## config.mk

```make
export PLATFORM = sky130hd
export DESIGN_NAME = polygon_edge_clipper_core
export DESIGN_NICKNAME = d
export VERILOG_FILES = /design/src/hdl/pec_pkg.sv /design/src/hdl/pec_div.sv /design/src/hdl/pec_dpath.sv /design/src/hdl/pec_ctrl.sv /design/src/hdl/polygon_edge_clipper_core.sv
export VERILOG_INCLUDE_DIRS = /design/src /design/src/hdl
export SDC_FILE = /design/constraint.sdc
export NUM_CORES = 2
export LEC_CHECK = 0
export BUFFER_PORTS_ARGS = -buffer_cell sky130_fd_sc_hd__buf_2
export CAP_MARGIN = 20
export CORE_ASPECT_RATIO = 1.4
export CORE_UTILIZATION = 56
export DETAILED_ROUTE_END_ITERATION = 7
export GPL_TIMING_DRIVEN = 0
export PLACE_DENSITY = 0.74
export SETUP_SLACK_MARGIN = 0.5
export SKIP_LAST_GASP = 1
export SLEW_MARGIN = 0
export SYNTH_ARGS = -nofsm -noshare
export SYNTH_HDL_FRONTEND = slang
export SYNTH_SLANG_ARGS = --single-unit
export TNS_END_PERCENT = 1
```

## constraint.sdc

```tcl
create_clock -name clock -period 12.6 [get_ports clock]
set_input_delay 0 -clock clock [delete_from_list [all_inputs] [get_ports clock]]
set_output_delay 0 -clock clock [all_outputs]
set_load 0.005 [all_outputs]
```

## src/hdl/polygon_edge_clipper_core_macros.svh

```systemverilog
// Assertion macros used by the polygon clipper controller
`ifndef POLYGON_EDGE_CLIPPER_CORE_MACROS_SVH
`define POLYGON_EDGE_CLIPPER_CORE_MACROS_SVH

// same-cycle implication, checked on every rising clock edge outside reset
`define PEC_ASSERT_IMPL(name, ante, cons) \
   name: assert property (@(posedge clock) disable iff (reset) (ante) |-> (cons)) \
      else $error("pec assertion failed");

// next-cycle implication
`define PEC_ASSERT_NEXT(name, ante, cons) \
   name: assert property (@(posedge clock) disable iff (reset) (ante) |=> (cons)) \
      else $error("pec assertion failed");

`endif

```

## src/hdl/pec_pkg.sv

```systemverilog
// Shared types and constants of the polygon edge clipper
package pec_pkg;

   localparam int WORD_BITS      = 24;
   localparam int MAX_WORDS      = 8;
   localparam int CSR_INDEX_BITS = 3;
   localparam int COUNT_BITS     = 8;
   localparam int QUOT_BITS      = 16;
   localparam int STEP_BITS      = 4;
   localparam int SHIFT_BITS     = 4;
   localparam int LEN_BITS       = 4;

   // fraction precisions
   localparam int FRAC_2D = 15;
   localparam int PREC_2D = 14;
   localparam int HALF_2D = 7;
   localparam int PREC_NZ = 8;

   // register indexes
   localparam logic [CSR_INDEX_BITS-1:0] CSR_MODE       = 3'd0;
   localparam logic [CSR_INDEX_BITS-1:0] CSR_CLIP_MIN   = 3'd1;
   localparam logic [CSR_INDEX_BITS-1:0] CSR_CLIP_MAX   = 3'd2;
   localparam logic [CSR_INDEX_BITS-1:0] CSR_NEAR_PLANE = 3'd3;
   localparam logic [CSR_INDEX_BITS-1:0] CSR_ATTR_COUNT = 3'd4;

   // reset values of the registers
   localparam logic signed [WORD_BITS-1:0] CLIP_MIN_RESET   = 24'sd0;
   localparam logic signed [WORD_BITS-1:0] CLIP_MAX_RESET   = 24'sd319;
   localparam logic signed [WORD_BITS-1:0] NEAR_PLANE_RESET = 24'sd1;
   localparam logic [2:0]                  ATTR_COUNT_RESET = 3'd2;

   // clip modes
   localparam logic [1:0] MODE_X    = 2'd0;
   localparam logic [1:0] MODE_Y    = 2'd1;
   localparam logic [1:0] MODE_NEAR = 2'd2;

   // boundary selects
   localparam logic [1:0] BND_MIN  = 2'd0;
   localparam logic [1:0] BND_MAX  = 2'd1;
   localparam logic [1:0] BND_NEAR = 2'd2;

   // output register sources
   localparam logic [1:0] OUT_CUR   = 2'd0;
   localparam logic [1:0] OUT_WORK  = 2'd1;
   localparam logic [1:0] OUT_WRAP  = 2'd2;
   localparam logic [1:0] OUT_EMPTY = 2'd3;

   // what one edge produces: entry vertex, then current or exit vertex
   typedef struct packed {
      logic       vp_emit;
      logic [1:0] vp_bound;
      logic       vc_emit;
      logic       vc_interp;
      logic [1:0] vc_bound;
   } plan_type;

   typedef struct packed {
      logic       load_in;
      logic       clear_count;
      logic       div_start;
      logic       mul_issue;
      logic       out_load;
      logic [1:0] out_sel;
      logic [1:0] bound_sel;
      logic       save_prev;
   } cmd_type;

   typedef struct packed {
      logic     start;
      logic     close;
      plan_type plan;
      logic     div_busy;
      logic     out_free;
      logic     count_zero;
   } status_type;

endpackage

```

## src/hdl/pec_div.sv

```systemverilog
// Serial restoring divider for the interpolation fraction
module pec_div import pec_pkg::*; (
   input  logic                 clock,
   input  logic                 reset,
   input  logic                 start,
   input  logic [WORD_BITS-1:0] num,
   input  logic [WORD_BITS-1:0] den,
   input  logic [STEP_BITS-1:0] steps,
   output logic                 busy,
   output logic [QUOT_BITS-1:0] quot
);

   localparam int REM_BITS = WORD_BITS + 2;

   logic                 busy_ff, busy_in;
   logic [STEP_BITS:0]   cnt_ff, cnt_in;
   logic [REM_BITS-1:0]  rem_ff, rem_in;
   logic [QUOT_BITS-1:0] quot_ff, quot_in;
   logic [REM_BITS-1:0]  den_ext, rem_sub;
   logic                 ge;

   assign den_ext = REM_BITS'(den);
   assign ge      = rem_ff >= den_ext;
   assign rem_sub = ge ? rem_ff - den_ext : rem_ff;

   // one quotient bit per cycle, steps+1 bits in all
   always_comb begin
      busy_in = busy_ff;
      cnt_in  = cnt_ff;
      rem_in  = rem_ff;
      quot_in = quot_ff;
      if (start) begin
         busy_in = 1'b1;
         cnt_in  = {1'b0, steps} + 1'b1;
         rem_in  = REM_BITS'(num);
         quot_in = '0;
      end else if (busy_ff) begin
         rem_in  = {rem_sub[REM_BITS-2:0], 1'b0};
         quot_in = {quot_ff[QUOT_BITS-2:0], ge};
         cnt_in  = cnt_ff - 1'b1;
         busy_in = (cnt_ff != (STEP_BITS+1)'(1));
      end
   end

   always_ff @(posedge clock) begin
      if (reset) begin
         busy_ff <= 1'b0;
         cnt_ff  <= '0;
      end else begin
         busy_ff <= busy_in;
         cnt_ff  <= cnt_in;
      end
      rem_ff  <= rem_in;
      quot_ff <= quot_in;
   end

   assign busy = busy_ff;
   assign quot = quot_ff;

endmodule

```

## src/hdl/pec_dpath.sv

```systemverilog
// Datapath: registers, vertex stores, edge tests, interpolation and result register
module pec_dpath import pec_pkg::*; #(
   parameter int VERTEX_WORDS = 8,
   parameter int COORD_BITS   = 24
) (
   input  logic                              clock,
   input  logic                              reset,
   input  logic                              csr_write_en,
   input  logic [CSR_INDEX_BITS-1:0]         csr_index,
   input  logic [WORD_BITS-1:0]              csr_wdata,
   input  logic signed [WORD_BITS-1:0]       in_words [VERTEX_WORDS],
   input  logic                              in_start,
   input  logic                              in_close,
   input  cmd_type                           cmd,
   input  logic [$clog2(VERTEX_WORDS)-1:0]   mul_word,
   output status_type                        status,
   input  logic                              rsp_stall,
   output logic                              rsp_valid,
   output logic signed [WORD_BITS-1:0]       out_words [VERTEX_WORDS],
   output logic                              out_wrap,
   output logic                              out_empty,
   output logic                              out_final,
   output logic [COUNT_BITS-1:0]             out_total
);

   localparam int WIDX      = $clog2(VERTEX_WORDS);
   localparam int DIFF_BITS = WORD_BITS + 1;
   localparam int PROD_BITS = QUOT_BITS + 1 + DIFF_BITS;
   localparam int SUM_BITS  = PROD_BITS + 2;
   localparam int WRAP_SH   = SUM_BITS - COORD_BITS;

   // configuration
   logic [1:0]                  mode_ff, mode_in;
   logic signed [WORD_BITS-1:0] clip_min_ff, clip_min_in;
   logic signed [WORD_BITS-1:0] clip_max_ff, clip_max_in;
   logic signed [WORD_BITS-1:0] near_ff, near_in;
   logic [2:0]                  attr_count_ff, attr_count_in;

   // vertex stores
   logic signed [WORD_BITS-1:0] cur_ff [VERTEX_WORDS], cur_in [VERTEX_WORDS];
   logic signed [WORD_BITS-1:0] prev_ff [VERTEX_WORDS], prev_in [VERTEX_WORDS];
   logic signed [WORD_BITS-1:0] first_ff [VERTEX_WORDS], first_in [VERTEX_WORDS];
   logic signed [WORD_BITS-1:0] work_ff [VERTEX_WORDS], work_in [VERTEX_WORDS];
   logic                        start_ff, start_in, close_ff, close_in;
   logic [COUNT_BITS-1:0]       count_ff, count_in;

   // multiply stage
   logic                        a_valid_ff, a_valid_in;
   logic [WIDX-1:0]             a_idx_ff, a_idx_in;
   logic signed [WORD_BITS-1:0] a_base_ff, a_base_in;
   logic signed [PROD_BITS-1:0] a_prod_ff, a_prod_in;
   logic [SHIFT_BITS-1:0]       a_sh_ff, a_sh_in;

   // result register
   logic                        out_valid_ff, out_valid_in;
   logic signed [WORD_BITS-1:0] out_w_ff [VERTEX_WORDS], out_w_in [VERTEX_WORDS];
   logic                        out_wrap_ff, out_wrap_in;
   logic                        out_empty_ff, out_empty_in;
   logic                        out_final_ff, out_final_in;
   logic [COUNT_BITS-1:0]       out_total_ff, out_total_in;

   logic signed [WORD_BITS-1:0] prev_c, cur_c, lo_c, hi_c, bound_val;
   logic                        prev_low;
   plan_type                    plan;
   logic signed [DIFF_BITS-1:0] num_d, den_d;
   logic [WORD_BITS-1:0]        div_num, div_den;
   logic [STEP_BITS-1:0]        div_steps;
   logic                        div_busy;
   logic [QUOT_BITS-1:0]        quot;
   logic signed [WORD_BITS-1:0] lk, rk;
   logic signed [DIFF_BITS-1:0] dk, dd;
   logic [QUOT_BITS-1:0]        m;
   logic signed [QUOT_BITS:0]   m_s;
   logic signed [SUM_BITS-1:0]  sum_b, wrap_tmp, wrap_val;
   logic [LEN_BITS-1:0]         len_raw, len;
   logic                        out_free, vertex_load;
   logic [COUNT_BITS-1:0]       count_next;

   // edge classification on the clip coordinate
   always_comb begin
      unique case (mode_ff)
         MODE_X: begin
            prev_c = prev_ff[0];
            cur_c  = cur_ff[0];
         end
         MODE_Y: begin
            prev_c = prev_ff[1];
            cur_c  = cur_ff[1];
         end
         default: begin
            prev_c = prev_ff[2];
            cur_c  = cur_ff[2];
         end
      endcase
      prev_low = prev_c < cur_c;
      lo_c     = prev_low ? prev_c : cur_c;
      hi_c     = prev_low ? cur_c : prev_c;
   end

   always_comb begin
      plan = '0;
      unique case (mode_ff)
         MODE_X, MODE_Y: begin
            if (!(lo_c >= clip_max_ff || hi_c <= clip_min_ff)) begin
               plan.vp_emit   = prev_low ? (lo_c <= clip_min_ff) : (hi_c >= clip_max_ff);
               plan.vp_bound  = prev_low ? BND_MIN : BND_MAX;
               plan.vc_emit   = 1'b1;
               plan.vc_interp = prev_low ? (hi_c >= clip_max_ff) : (lo_c <= clip_min_ff);
               plan.vc_bound  = prev_low ? BND_MAX : BND_MIN;
            end
         end
         MODE_NEAR: begin
            if (hi_c >= near_ff) begin
               plan.vp_emit   = prev_low && (lo_c < near_ff);
               plan.vp_bound  = BND_NEAR;
               plan.vc_emit   = 1'b1;
               plan.vc_interp = !prev_low && (lo_c < near_ff);
               plan.vc_bound  = BND_NEAR;
            end
         end
         default: begin
            // unused mode passes the vertex through
            plan.vc_emit = 1'b1;
         end
      endcase
   end

   // divider operands: (bound - L) / (R - L)
   always_comb begin
      unique case (cmd.bound_sel)
         BND_MIN: bound_val = clip_min_ff;
         BND_MAX: bound_val = clip_max_ff;
         default: bound_val = near_ff;
      endcase
      num_d     = DIFF_BITS'(bound_val) - DIFF_BITS'(lo_c);
      den_d     = DIFF_BITS'(hi_c) - DIFF_BITS'(lo_c);
      div_num   = num_d[DIFF_BITS-1] ? '0 : num_d[WORD_BITS-1:0];
      div_den   = (den_d[DIFF_BITS-1] || den_d == '0) ? WORD_BITS'(1) : den_d[WORD_BITS-1:0];
      div_steps = (mode_ff == MODE_NEAR) ? STEP_BITS'(PREC_NZ) : STEP_BITS'(FRAC_2D);
   end

   pec_div u_div (
      .clock (clock),
      .reset (reset),
      .start (cmd.div_start),
      .num   (div_num),
      .den   (div_den),
      .steps (div_steps),
      .busy  (div_busy),
      .quot  (quot)
   );

   // multiply stage: one vertex word per cycle
   always_comb begin
      lk        = prev_low ? prev_ff[mul_word] : cur_ff[mul_word];
      rk        = prev_low ? cur_ff[mul_word] : prev_ff[mul_word];
      dk        = DIFF_BITS'(rk) - DIFF_BITS'(lk);
      m         = quot;
      dd        = dk;
      a_sh_in   = SHIFT_BITS'(PREC_NZ);
      a_base_in = lk;
      if (mode_ff == MODE_NEAR) begin
         if (mul_word == WIDX'(2)) begin
            a_base_in = bound_val;
            m         = '0;
            a_sh_in   = '0;
         end
      end else if (mul_word == WIDX'(mode_ff[0])) begin
         a_base_in = bound_val;
         m         = '0;
         a_sh_in   = '0;
      end else if (mul_word == WIDX'(!mode_ff[0])) begin
         m       = quot >> (FRAC_2D - PREC_2D);
         a_sh_in = SHIFT_BITS'(PREC_2D);
      end else if (mul_word == WIDX'(2)) begin
         a_sh_in = SHIFT_BITS'(FRAC_2D);
      end else begin
         m       = quot >> (FRAC_2D - PREC_2D + HALF_2D);
         dd      = dk >>> HALF_2D;
         a_sh_in = '0;
      end
      m_s        = $signed({1'b0, m});
      a_prod_in  = PROD_BITS'(m_s) * PROD_BITS'(dd);
      a_valid_in = cmd.mul_issue;
      a_idx_in   = mul_word;
   end

   // add stage and wrap to the coordinate width
   always_comb begin
      sum_b    = SUM_BITS'(a_base_ff) + SUM_BITS'(a_prod_ff >>> a_sh_ff);
      wrap_tmp = sum_b <<< WRAP_SH;
      wrap_val = wrap_tmp >>> WRAP_SH;
   end

   // words in use
   always_comb begin
      len_raw = LEN_BITS'(attr_count_ff) + LEN_BITS'(3);
      len     = (len_raw > LEN_BITS'(VERTEX_WORDS)) ? LEN_BITS'(VERTEX_WORDS) : len_raw;
   end

   assign out_free    = !out_valid_ff || !rsp_stall;
   assign vertex_load = cmd.out_load && (cmd.out_sel == OUT_CUR || cmd.out_sel == OUT_WORK);
   assign count_next  = (count_ff == '1) ? count_ff : count_ff + 1'b1;

   // next state of all registers
   always_comb begin
      mode_in       = mode_ff;
      clip_min_in   = clip_min_ff;
      clip_max_in   = clip_max_ff;
      near_in       = near_ff;
      attr_count_in = attr_count_ff;
      cur_in        = cur_ff;
      prev_in       = prev_ff;
      first_in      = first_ff;
      work_in       = work_ff;
      start_in      = start_ff;
      close_in      = close_ff;
      count_in      = count_ff;
      out_w_in      = out_w_ff;
      out_wrap_in   = out_wrap_ff;
      out_empty_in  = out_empty_ff;
      out_final_in  = out_final_ff;
      out_total_in  = out_total_ff;
      out_valid_in  = out_valid_ff && rsp_stall;

      if (csr_write_en) begin
         unique case (csr_index)
            CSR_MODE:       mode_in       = csr_wdata[1:0];
            CSR_CLIP_MIN:   clip_min_in   = $signed(csr_wdata);
            CSR_CLIP_MAX:   clip_max_in   = $signed(csr_wdata);
            CSR_NEAR_PLANE: near_in       = $signed(csr_wdata);
            CSR_ATTR_COUNT: attr_count_in = csr_wdata[2:0];
            default: ;
         endcase
      end

      if (cmd.load_in) begin
         cur_in   = in_words;
         start_in = in_start;
         close_in = in_close;
      end
      if (cmd.save_prev) begin
         prev_in = cur_ff;
      end
      if (a_valid_ff) begin
         work_in[a_idx_ff] = wrap_val[WORD_BITS-1:0];
      end
      if (cmd.clear_count) begin
         count_in = '0;
      end

      // result register load
      if (cmd.out_load) begin
         out_valid_in = 1'b1;
         unique case (cmd.out_sel)
            OUT_CUR, OUT_WORK: begin
               for (int j = 0; j < VERTEX_WORDS; j++) begin
                  if (LEN_BITS'(j) < len) begin
                     out_w_in[j] = (cmd.out_sel == OUT_WORK) ? work_ff[j] : cur_ff[j];
                  end else begin
                     out_w_in[j] = '0;
                  end
               end
               out_wrap_in  = 1'b0;
               out_empty_in = 1'b0;
               out_final_in = 1'b0;
               out_total_in = count_next;
            end
            OUT_WRAP: begin
               out_w_in     = first_ff;
               out_wrap_in  = 1'b1;
               out_empty_in = 1'b0;
               out_final_in = 1'b1;
               out_total_in = count_ff;
            end
            default: begin
               for (int j = 0; j < VERTEX_WORDS; j++) begin
                  out_w_in[j] = '0;
               end
               out_wrap_in  = 1'b0;
               out_empty_in = 1'b1;
               out_final_in = 1'b1;
               out_total_in = '0;
            end
         endcase
      end
      if (vertex_load) begin
         count_in = count_next;
         if (count_ff == '0) begin
            first_in = out_w_in;
         end
      end
   end

   always_ff @(posedge clock) begin
      if (reset) begin
         mode_ff       <= MODE_X;
         clip_min_ff   <= CLIP_MIN_RESET;
         clip_max_ff   <= CLIP_MAX_RESET;
         near_ff       <= NEAR_PLANE_RESET;
         attr_count_ff <= ATTR_COUNT_RESET;
         for (int i = 0; i < VERTEX_WORDS; i++) begin
            prev_ff[i] <= '0;
         end
         count_ff      <= '0;
         a_valid_ff    <= 1'b0;
         out_valid_ff  <= 1'b0;
      end else begin
         mode_ff       <= mode_in;
         clip_min_ff   <= clip_min_in;
         clip_max_ff   <= clip_max_in;
         near_ff       <= near_in;
         attr_count_ff <= attr_count_in;
         prev_ff       <= prev_in;
         count_ff      <= count_in;
         a_valid_ff    <= a_valid_in;
         out_valid_ff  <= out_valid_in;
      end
      cur_ff       <= cur_in;
      first_ff     <= first_in;
      work_ff      <= work_in;
      start_ff     <= start_in;
      close_ff     <= close_in;
      a_idx_ff     <= a_idx_in;
      a_base_ff    <= a_base_in;
      a_prod_ff    <= a_prod_in;
      a_sh_ff      <= a_sh_in;
      out_w_ff     <= out_w_in;
      out_wrap_ff  <= out_wrap_in;
      out_empty_ff <= out_empty_in;
      out_final_ff <= out_final_in;
      out_total_ff <= out_total_in;
   end

   always_comb begin
      status.start      = start_ff;
      status.close      = close_ff;
      status.plan       = plan;
      status.div_busy   = div_busy;
      status.out_free   = out_free;
      status.count_zero = (count_ff == '0);
   end

   assign rsp_valid = out_valid_ff;
   assign out_words = out_w_ff;
   assign out_wrap  = out_wrap_ff;
   assign out_empty = out_empty_ff;
   assign out_final = out_final_ff;
   assign out_total = out_total_ff;

endmodule

```

## src/hdl/pec_ctrl.sv

```systemverilog
// Controller: sequences edge evaluation, division, interpolation and result loads
`include "polygon_edge_clipper_core_macros.svh"
module pec_ctrl import pec_pkg::*; #(
   parameter int VERTEX_WORDS = 8
) (
   input  logic                            clock,
   input  logic                            reset,
   input  logic                            req_valid,
   output logic                            req_stall,
   output cmd_type                         cmd,
   output logic [$clog2(VERTEX_WORDS)-1:0] mul_word,
   input  status_type                      status
);

   localparam int WIDX = $clog2(VERTEX_WORDS);

   localparam logic [2:0] S_IDLE  = 3'd0;
   localparam logic [2:0] S_EVAL  = 3'd1;
   localparam logic [2:0] S_SLOT  = 3'd2;
   localparam logic [2:0] S_DIV   = 3'd3;
   localparam logic [2:0] S_MUL   = 3'd4;
   localparam logic [2:0] S_DRAIN = 3'd5;
   localparam logic [2:0] S_EMIT  = 3'd6;
   localparam logic [2:0] S_CLOSE = 3'd7;

   logic [2:0]      state_ff, state_in;
   logic            have_prev_ff, have_prev_in;
   logic            phase_ff, phase_in;
   plan_type        plan_ff, plan_in;
   logic [WIDX-1:0] word_ff, word_in;
   logic            slot_emit, slot_interp;

   // phase 0 is the entry vertex, phase 1 the current or exit vertex
   assign slot_emit   = phase_ff ? plan_ff.vc_emit : plan_ff.vp_emit;
   assign slot_interp = phase_ff ? plan_ff.vc_interp : 1'b1;

   always_comb begin
      state_in      = state_ff;
      have_prev_in  = have_prev_ff;
      phase_in      = phase_ff;
      plan_in       = plan_ff;
      word_in       = word_ff;
      cmd           = '0;
      cmd.bound_sel = phase_ff ? plan_ff.vc_bound : plan_ff.vp_bound;
      cmd.out_sel   = OUT_CUR;

      unique case (state_ff)
         S_IDLE: begin
            if (req_valid) begin
               cmd.load_in = 1'b1;
               state_in    = S_EVAL;
            end
         end
         S_EVAL: begin
            if (status.start || !have_prev_ff) begin
               cmd.clear_count = 1'b1;
               have_prev_in    = 1'b1;
               state_in        = S_CLOSE;
            end else begin
               plan_in  = status.plan;
               phase_in = 1'b0;
               state_in = S_SLOT;
            end
         end
         S_SLOT: begin
            if (!slot_emit) begin
               if (phase_ff) begin
                  state_in = S_CLOSE;
               end else begin
                  phase_in = 1'b1;
               end
            end else if (slot_interp) begin
               cmd.div_start = 1'b1;
               state_in      = S_DIV;
            end else begin
               state_in = S_EMIT;
            end
         end
         S_DIV: begin
            if (!status.div_busy) begin
               word_in  = '0;
               state_in = S_MUL;
            end
         end
         S_MUL: begin
            cmd.mul_issue = 1'b1;
            if (word_ff == WIDX'(VERTEX_WORDS - 1)) begin
               state_in = S_DRAIN;
            end else begin
               word_in = word_ff + 1'b1;
            end
         end
         S_DRAIN: begin
            state_in = S_EMIT;
         end
         S_EMIT: begin
            cmd.out_sel = slot_interp ? OUT_WORK : OUT_CUR;
            if (status.out_free) begin
               cmd.out_load = 1'b1;
               if (phase_ff) begin
                  state_in = S_CLOSE;
               end else begin
                  phase_in = 1'b1;
                  state_in = S_SLOT;
               end
            end
         end
         default: begin
            // closing vertex adds the wrap copy or the empty flag
            cmd.out_sel = status.count_zero ? OUT_EMPTY : OUT_WRAP;
            if (!status.close) begin
               cmd.save_prev = 1'b1;
               state_in      = S_IDLE;
            end else if (status.out_free) begin
               cmd.out_load  = 1'b1;
               cmd.save_prev = 1'b1;
               have_prev_in  = 1'b0;
               state_in      = S_IDLE;
            end
         end
      endcase
   end

   always_ff @(posedge clock) begin
      if (reset) begin
         state_ff     <= S_IDLE;
         have_prev_ff <= 1'b0;
         phase_ff     <= 1'b0;
         plan_ff      <= '0;
         word_ff      <= '0;
      end else begin
         state_ff     <= state_in;
         have_prev_ff <= have_prev_in;
         phase_ff     <= phase_in;
         plan_ff      <= plan_in;
         word_ff      <= word_in;
      end
   end

   assign req_stall = (state_ff != S_IDLE);
   assign mul_word  = word_ff;

   `PEC_ASSERT_IMPL(a_load_free, cmd.out_load, status.out_free)
   `PEC_ASSERT_NEXT(a_accept_eval, req_valid && (state_ff == S_IDLE), state_ff == S_EVAL)
   `PEC_ASSERT_IMPL(a_div_idle, cmd.div_start, !status.div_busy)
   `PEC_ASSERT_IMPL(a_mul_after_div, cmd.mul_issue, !status.div_busy)

endmodule

```

## src/hdl/polygon_edge_clipper_core.sv

```systemverilog
// Polygon edge clipper: one boundary, one vertex per request.
// Requests (req_*) carry a vertex and start/close marks; results (rsp_*) carry
// clipped vertices, the wrap copy of the first output, or an empty flag.
// Registers are written through csr_write_en/csr_index/csr_wdata; the user must
// write them only while idle, as the block does not enforce it. Each request
// yields 0 to 3 results. A request is taken only when the block is idle, so
// req_stall is high from acceptance until the request is done. A vertex that
// opens a polygon passes through the idle, evaluate and close states; an edge
// passes the slot state for its entry and then its exit or end vertex before
// close, with a result load for each vertex it yields. Each intersection adds
// a serial divider run and a pass of all VERTEX_WORDS words through the shared
// multiplier and its drain state before the result load.
// A result waits in the output register while rsp_stall is high; the block holds
// in its load state only while it has a further result to load.
// Reset clears the registers to their defaults, the previous vertex to zero and
// the valid flag of the output register; the next vertex starts a new polygon.
module polygon_edge_clipper_core import pec_pkg::*; #(
   parameter int VERTEX_WORDS = 8,
   parameter int COORD_BITS   = 24
) (
   input  logic                        clock,
   input  logic                        reset,
   input  logic                        csr_write_en,
   input  logic [CSR_INDEX_BITS-1:0]   csr_index,
   input  logic [WORD_BITS-1:0]        csr_wdata,
   input  logic                        req_valid,
   output logic                        req_stall,
   input  logic signed [WORD_BITS-1:0] req_pos_x,
   input  logic signed [WORD_BITS-1:0] req_pos_y,
   input  logic signed [WORD_BITS-1:0] req_pos_z,
   input  logic signed [WORD_BITS-1:0] req_attr_a,
   input  logic signed [WORD_BITS-1:0] req_attr_b,
   input  logic signed [WORD_BITS-1:0] req_attr_c,
   input  logic signed [WORD_BITS-1:0] req_attr_d,
   input  logic signed [WORD_BITS-1:0] req_attr_e,
   input  logic                        req_starts_polygon,
   input  logic                        req_closes_polygon,
   output logic                        rsp_valid,
   input  logic                        rsp_stall,
   output logic signed [WORD_BITS-1:0] rsp_out_x,
   output logic signed [WORD_BITS-1:0] rsp_out_y,
   output logic signed [WORD_BITS-1:0] rsp_out_z,
   output logic signed [WORD_BITS-1:0] rsp_out_a,
   output logic signed [WORD_BITS-1:0] rsp_out_b,
   output logic signed [WORD_BITS-1:0] rsp_out_c,
   output logic signed [WORD_BITS-1:0] rsp_out_d,
   output logic signed [WORD_BITS-1:0] rsp_out_e,
   output logic                        rsp_is_wrap_copy,
   output logic                        rsp_polygon_empty,
   output logic                        rsp_final_result,
   output logic [COUNT_BITS-1:0]       rsp_vertex_total
);

   logic signed [WORD_BITS-1:0]     all_in [MAX_WORDS];
   logic signed [WORD_BITS-1:0]     all_out [MAX_WORDS];
   logic signed [WORD_BITS-1:0]     in_words [VERTEX_WORDS];
   logic signed [WORD_BITS-1:0]     out_words [VERTEX_WORDS];
   cmd_type                         cmd;
   status_type                      status;
   logic [$clog2(VERTEX_WORDS)-1:0] mul_word;

   assign all_in[0] = req_pos_x;
   assign all_in[1] = req_pos_y;
   assign all_in[2] = req_pos_z;
   assign all_in[3] = req_attr_a;
   assign all_in[4] = req_attr_b;
   assign all_in[5] = req_attr_c;
   assign all_in[6] = req_attr_d;
   assign all_in[7] = req_attr_e;

   // words beyond the configured vertex size read as zero
   for (genvar i = 0; i < MAX_WORDS; i++) begin : g_words
      if (i < VERTEX_WORDS) begin : g_used
         assign in_words[i] = all_in[i];
         assign all_out[i]  = out_words[i];
      end else begin : g_unused
         assign all_out[i] = '0;
      end
   end

   assign rsp_out_x = all_out[0];
   assign rsp_out_y = all_out[1];
   assign rsp_out_z = all_out[2];
   assign rsp_out_a = all_out[3];
   assign rsp_out_b = all_out[4];
   assign rsp_out_c = all_out[5];
   assign rsp_out_d = all_out[6];
   assign rsp_out_e = all_out[7];

   pec_ctrl #(
      .VERTEX_WORDS (VERTEX_WORDS)
   ) u_ctrl (
      .clock     (clock),
      .reset     (reset),
      .req_valid (req_valid),
      .req_stall (req_stall),
      .cmd       (cmd),
      .mul_word  (mul_word),
      .status    (status)
   );

   pec_dpath #(
      .VERTEX_WORDS (VERTEX_WORDS),
      .COORD_BITS   (COORD_BITS)
   ) u_dpath (
      .clock        (clock),
      .reset        (reset),
      .csr_write_en (csr_write_en),
      .csr_index    (csr_index),
      .csr_wdata    (csr_wdata),
      .in_words     (in_words),
      .in_start     (req_starts_polygon),
      .in_close     (req_closes_polygon),
      .cmd          (cmd),
      .mul_word     (mul_word),
      .status       (status),
      .rsp_stall    (rsp_stall),
      .rsp_valid    (rsp_valid),
      .out_words    (out_words),
      .out_wrap     (rsp_is_wrap_copy),
      .out_empty    (rsp_polygon_empty),
      .out_final    (rsp_final_result),
      .out_total    (rsp_vertex_total)
   );

endmodule
```

==> out/results.ini <==
[run_status]
outcome=finished, violations left
failed_checks=design-rule violations

[clock_network]
tritoncts=built
clk_pin_slew_ns=0.06
cts_num_sinks=1191
number_of_h_tree_levels=3
cts.path.max_buffers=3
worst_skew_pair.late_latency_ns=0.80
tritoncts.num_buffers=109
cts_root_buffer=clkbuf_16

[yosys]
synthesis.nets=8559
proportion_of_register_bits_with_asynchronous_set_or_reset_after_synthesis_pct=0
postSynth.topFlopCell=edfxtp_1
synthesis.instances=7591
synth_top_cell_by_area=edfxtp_1
ys_types=86
synth_largest_type_area_fraction_pct=25.8
ys_seq_elements=1191
synth_warnings=0
syn_avg_cell_area_um2=9.41
synth-edff-count=613
yosysSeqAreaShare_pct=42.0
synth.top_cells.by_area=edfxtp_1 (26%), dfxtp_1 (16%), fa_1 (11%), a21oi_1 (7.5%), nand2_1 (7.4%)
synth.cell_area_um2=71400

[cells_and_area]
fillerInstances=9348
area.sequential_um2=30000
final_area_um2=87700
postLayoutCoreUtil_pct=69.5
multi_input_area_um2=39000
nets=9734
most_common_cell_after_layout_fill_and_taps_aside=nand2_1
final_layout_size_suffix_gt1_share_pct=14.2
fin_cells=10500
layout.cells.most_common_list=nand2_1 (1394), a21oi_1 (1038), nor2_1 (637), edfxtp_1 (613), inv_1 (595)
area_growth_syn_to_layout_pct=22.9

[min_path]
timing.hold.worst.class=in2reg
worst_hold_path.num_cells=4

[drt]
antenna_left=0
wl_per_cell_um=28.1
route.vias.total=66100
drt_drc_violations_left=15
drt_pre_antenna_iters=8
via_per_inst=6.28
finalWirelength_mm=296
initialDrtViolationCount=7781

[worst_setup_path]
critical_path_peak_fanout=9
crit-reg2reg-launch=u_dpath.mode_ff[1]
slowest_stage=fa_1
worstSetupStartpointType=register
timing.reg2reg.worst_path_depth=61
critical_path.reg2reg.endpoint=u_dpath.a_prod_ff[37]
r2r_slack_ns=0.24
cp_data_arrival_time_ns=13.06
endpoint_kind=register
worst-setup-path-type=reg2reg
crit_path_frequent_cell=clkbuf_16
critical-path-max-stage-delay_ns=0.54
cp_data_required_time_ns=13.30
cp-endpoint=u_dpath.a_prod_ff[37]
crit_start=u_dpath.mode_ff[1]

[floorplanning]
die_height_um=424
floorplan.rows=154
floorplan.core_area_um2=126000
floorplan.die.width_um=304
die_area_um2=129000
initial_standard_cell_utilization_of_the_core_pct=56.6
top_level_ports=431

[global_route]
grt_remaining_overflow=0
grt_first_pass_wirelength_mm=425
pin_count_of_the_biggest_net_entering_global_routing=67
first_global_vias=64900
number_of_antenna_violations_at_the_first_check_in_global_routing=14
grt_use_total_pct=45.3

[power_and_ir_drop]
pwr-share-clk_pct=21.4
power_frac_seq_pct=32.5
power_density_nw_per_um2=195
share_comb_of_total_power_pct=46.1
sw_frac_of_total_pct=43.2
cellInternalPower_w=0.00972
p_switching_w=0.00740
worst_ir_drop_vdd_uv=226
total_leakage_power_nw=35.2

[sta]
fmax_ghz=0.0809
setup_viol=0
period_share_pct=98.1
setup-tns-final_ns=0
timing.hold.ws_ns=0.0290
max_slew.worst_pin.slew_ns=1.36
hold_violations=0
report.final.slew_viol_count=0
timing.slew.headroom_pct=9.39
finalWorstPathRequiredPeriod_ns=12.36
rsz0062_at_grt=true
final.setup_skew_ns=0.0451

[place]
post-dp-hpwl_mm=219
number_of_input_and_output_port_buffers_inserted=428
post_dp_cell_area_um2=76700
dpl.cell_count=9709
gpl.final_weighted_congestion=1.07

[job]
max-cap-violations=0

-- area by class of cell --
type	instances	share of cell area [%]
Clock buffer	142	3.44
Clock inverter	65	0.988
Multi-Input combinational cell	5395	44.4
Inverter	603	2.58
Tap cell	1638	2.34
Sequential cell	1191	34.2
Timing Repair Buffer	1064	9.74
Buffer	402	2.25
Antenna cell	14	0.0399
-- timing repair --
item | in CTS | in global routing
hold buffers | 431 | 0
pin swaps | 86 | 63
cloned | 3 | 0
gates resized for setup | 291 | 58
endpoints found under the setup margin | 58 | 22
hold endpoints to repair | 294 | 0
setup buffers | 106 | 37
-- worst min-delay path by stage --
stage                                   to               start
floorplan                 u_dpath.close_ff  req_closes_polygon
global placement        u_dpath.cur_ff[90]      req_attr_b[18]
detailed placement     u_dpath.cur_ff[126]        req_pos_z[6]
CTS                 u_dpath.clip_min_ff[5]        csr_wdata[5]
global route           u_dpath.near_ff[16]       csr_wdata[16]
finish                 u_dpath.near_ff[16]       csr_wdata[16]
-- flip-flops by register name, summed over array words and instances (netlist names), 6 cells and up --
| register | flops |
|---|---|
| u_dpath.near_ff | 24 |
| u_dpath.count_ff | 8 |
| u_dpath.clip_max_ff | 24 |
| u_dpath.work_ff | 192 |
| u_dpath.a_prod_ff | 39 |
| u_dpath.u_div.quot | 16 |
| u_dpath.out_total | 8 |
| u_ctrl.plan_ff | 6 |
| u_dpath.cur_ff | 192 |
| u_dpath.prev_ff | 192 |
| u_dpath.first_ff | 192 |
| u_dpath.u_div.rem_ff | 26 |
| u_dpath.clip_min_ff | 24 |
| u_dpath.out_words | 192 |
| u_dpath.a_base_ff | 24 |
-- cells in the mapped netlist, types with 14 or more instances --
library cell,number
mux2_2,51
buf_2,14
o22ai_1,42
nor4_1,14
or2_2,21
a22o_1,14
ha_1,367
o211ai_1,19
a21oi_1,1077
a22oi_1,19
xnor2_1,101
mux2i_1,165
a31oi_1,23
or3_1,24
nor3_1,64
inv_1,601
edfxtp_1,613
and3_1,29
nor2b_1,53
nand2_1,1411
nand3_1,61
nand2b_1,48
a211o_1,15
nor2_1,667
clkbuf_1,347
a211oi_1,25
o21a_1,38
xor2_1,38
buf_1,34
a21o_1,70
o21ai_1,15
fa_1,375
dfxtp_1,578
mux4_2,97
nand4_1,46
o21ai_0,258
-- per-layer routing --
metal | part of all wire (%) | global-route usage (%)
met4 | 11 | 41.8
met3 | 10 | 9.21
met2 | 46 | 72.7
met5 | 0.031 | 0
met1 | 33 | 51.0
-- through the flow --
stage	total power [W]	setup WS, ns
2_1_floorplan	0.00894	0.528
3_3_place_gp	0.0117	-3.32
3_5_place_dp	0.0118	-3.29
4_1_cts	0.0162	0.495
5_1_grt	0.0175	-0.0560
6_report	0.0171	0.240
-- cell families after synthesis --
| family | Yosys count | synth area share, % |
|---|---|---|
| and+or+nand+nor | 2474 | 14.2 |
| AOI/OAI and AO/OA | 1726 | 13.6 |
| DFF | 1191 | 42.0 |
| buffers and inverters | 1005 | 5.35 |
| adders and majority gates | 742 | 16.9 |
| muxes | 313 | 6.18 |
| xor gates and xnor gates | 140 | 1.74 |
-- worst max-delay path, delay by kind of cell (launching register included) --
kind | cells | cell delay, ns
AO/OA/AOI/OAI | 19 | 3.45
XOR/XNOR | 2 | 0.27
adder cells (fa/ha/maj) | 10 | 3.97
buffers and inverters | 20 | 2.31
flip-flops | 1 | 0.38
multiplexers | 1 | 0.30
AND/OR/NAND/NOR | 9 | 1.52
-- power groups by stage --
| stage | Clock [W] | Sequential [W] | Combinational, W |
|---|---|---|---|
| CTS | 0.00360 | 0.00549 | 0.00714 |
| detailed placement | 0 | 0.00556 | 0.00626 |
| global placement | 0 | 0.00566 | 0.00599 |
| global route | 0.00380 | 0.00556 | 0.00815 |
| finish | 0.00366 | 0.00556 | 0.00790 |
| floorplan | 0 | 0.00535 | 0.00358 |
Note: power is estimated with default switching activity, not from simulation.
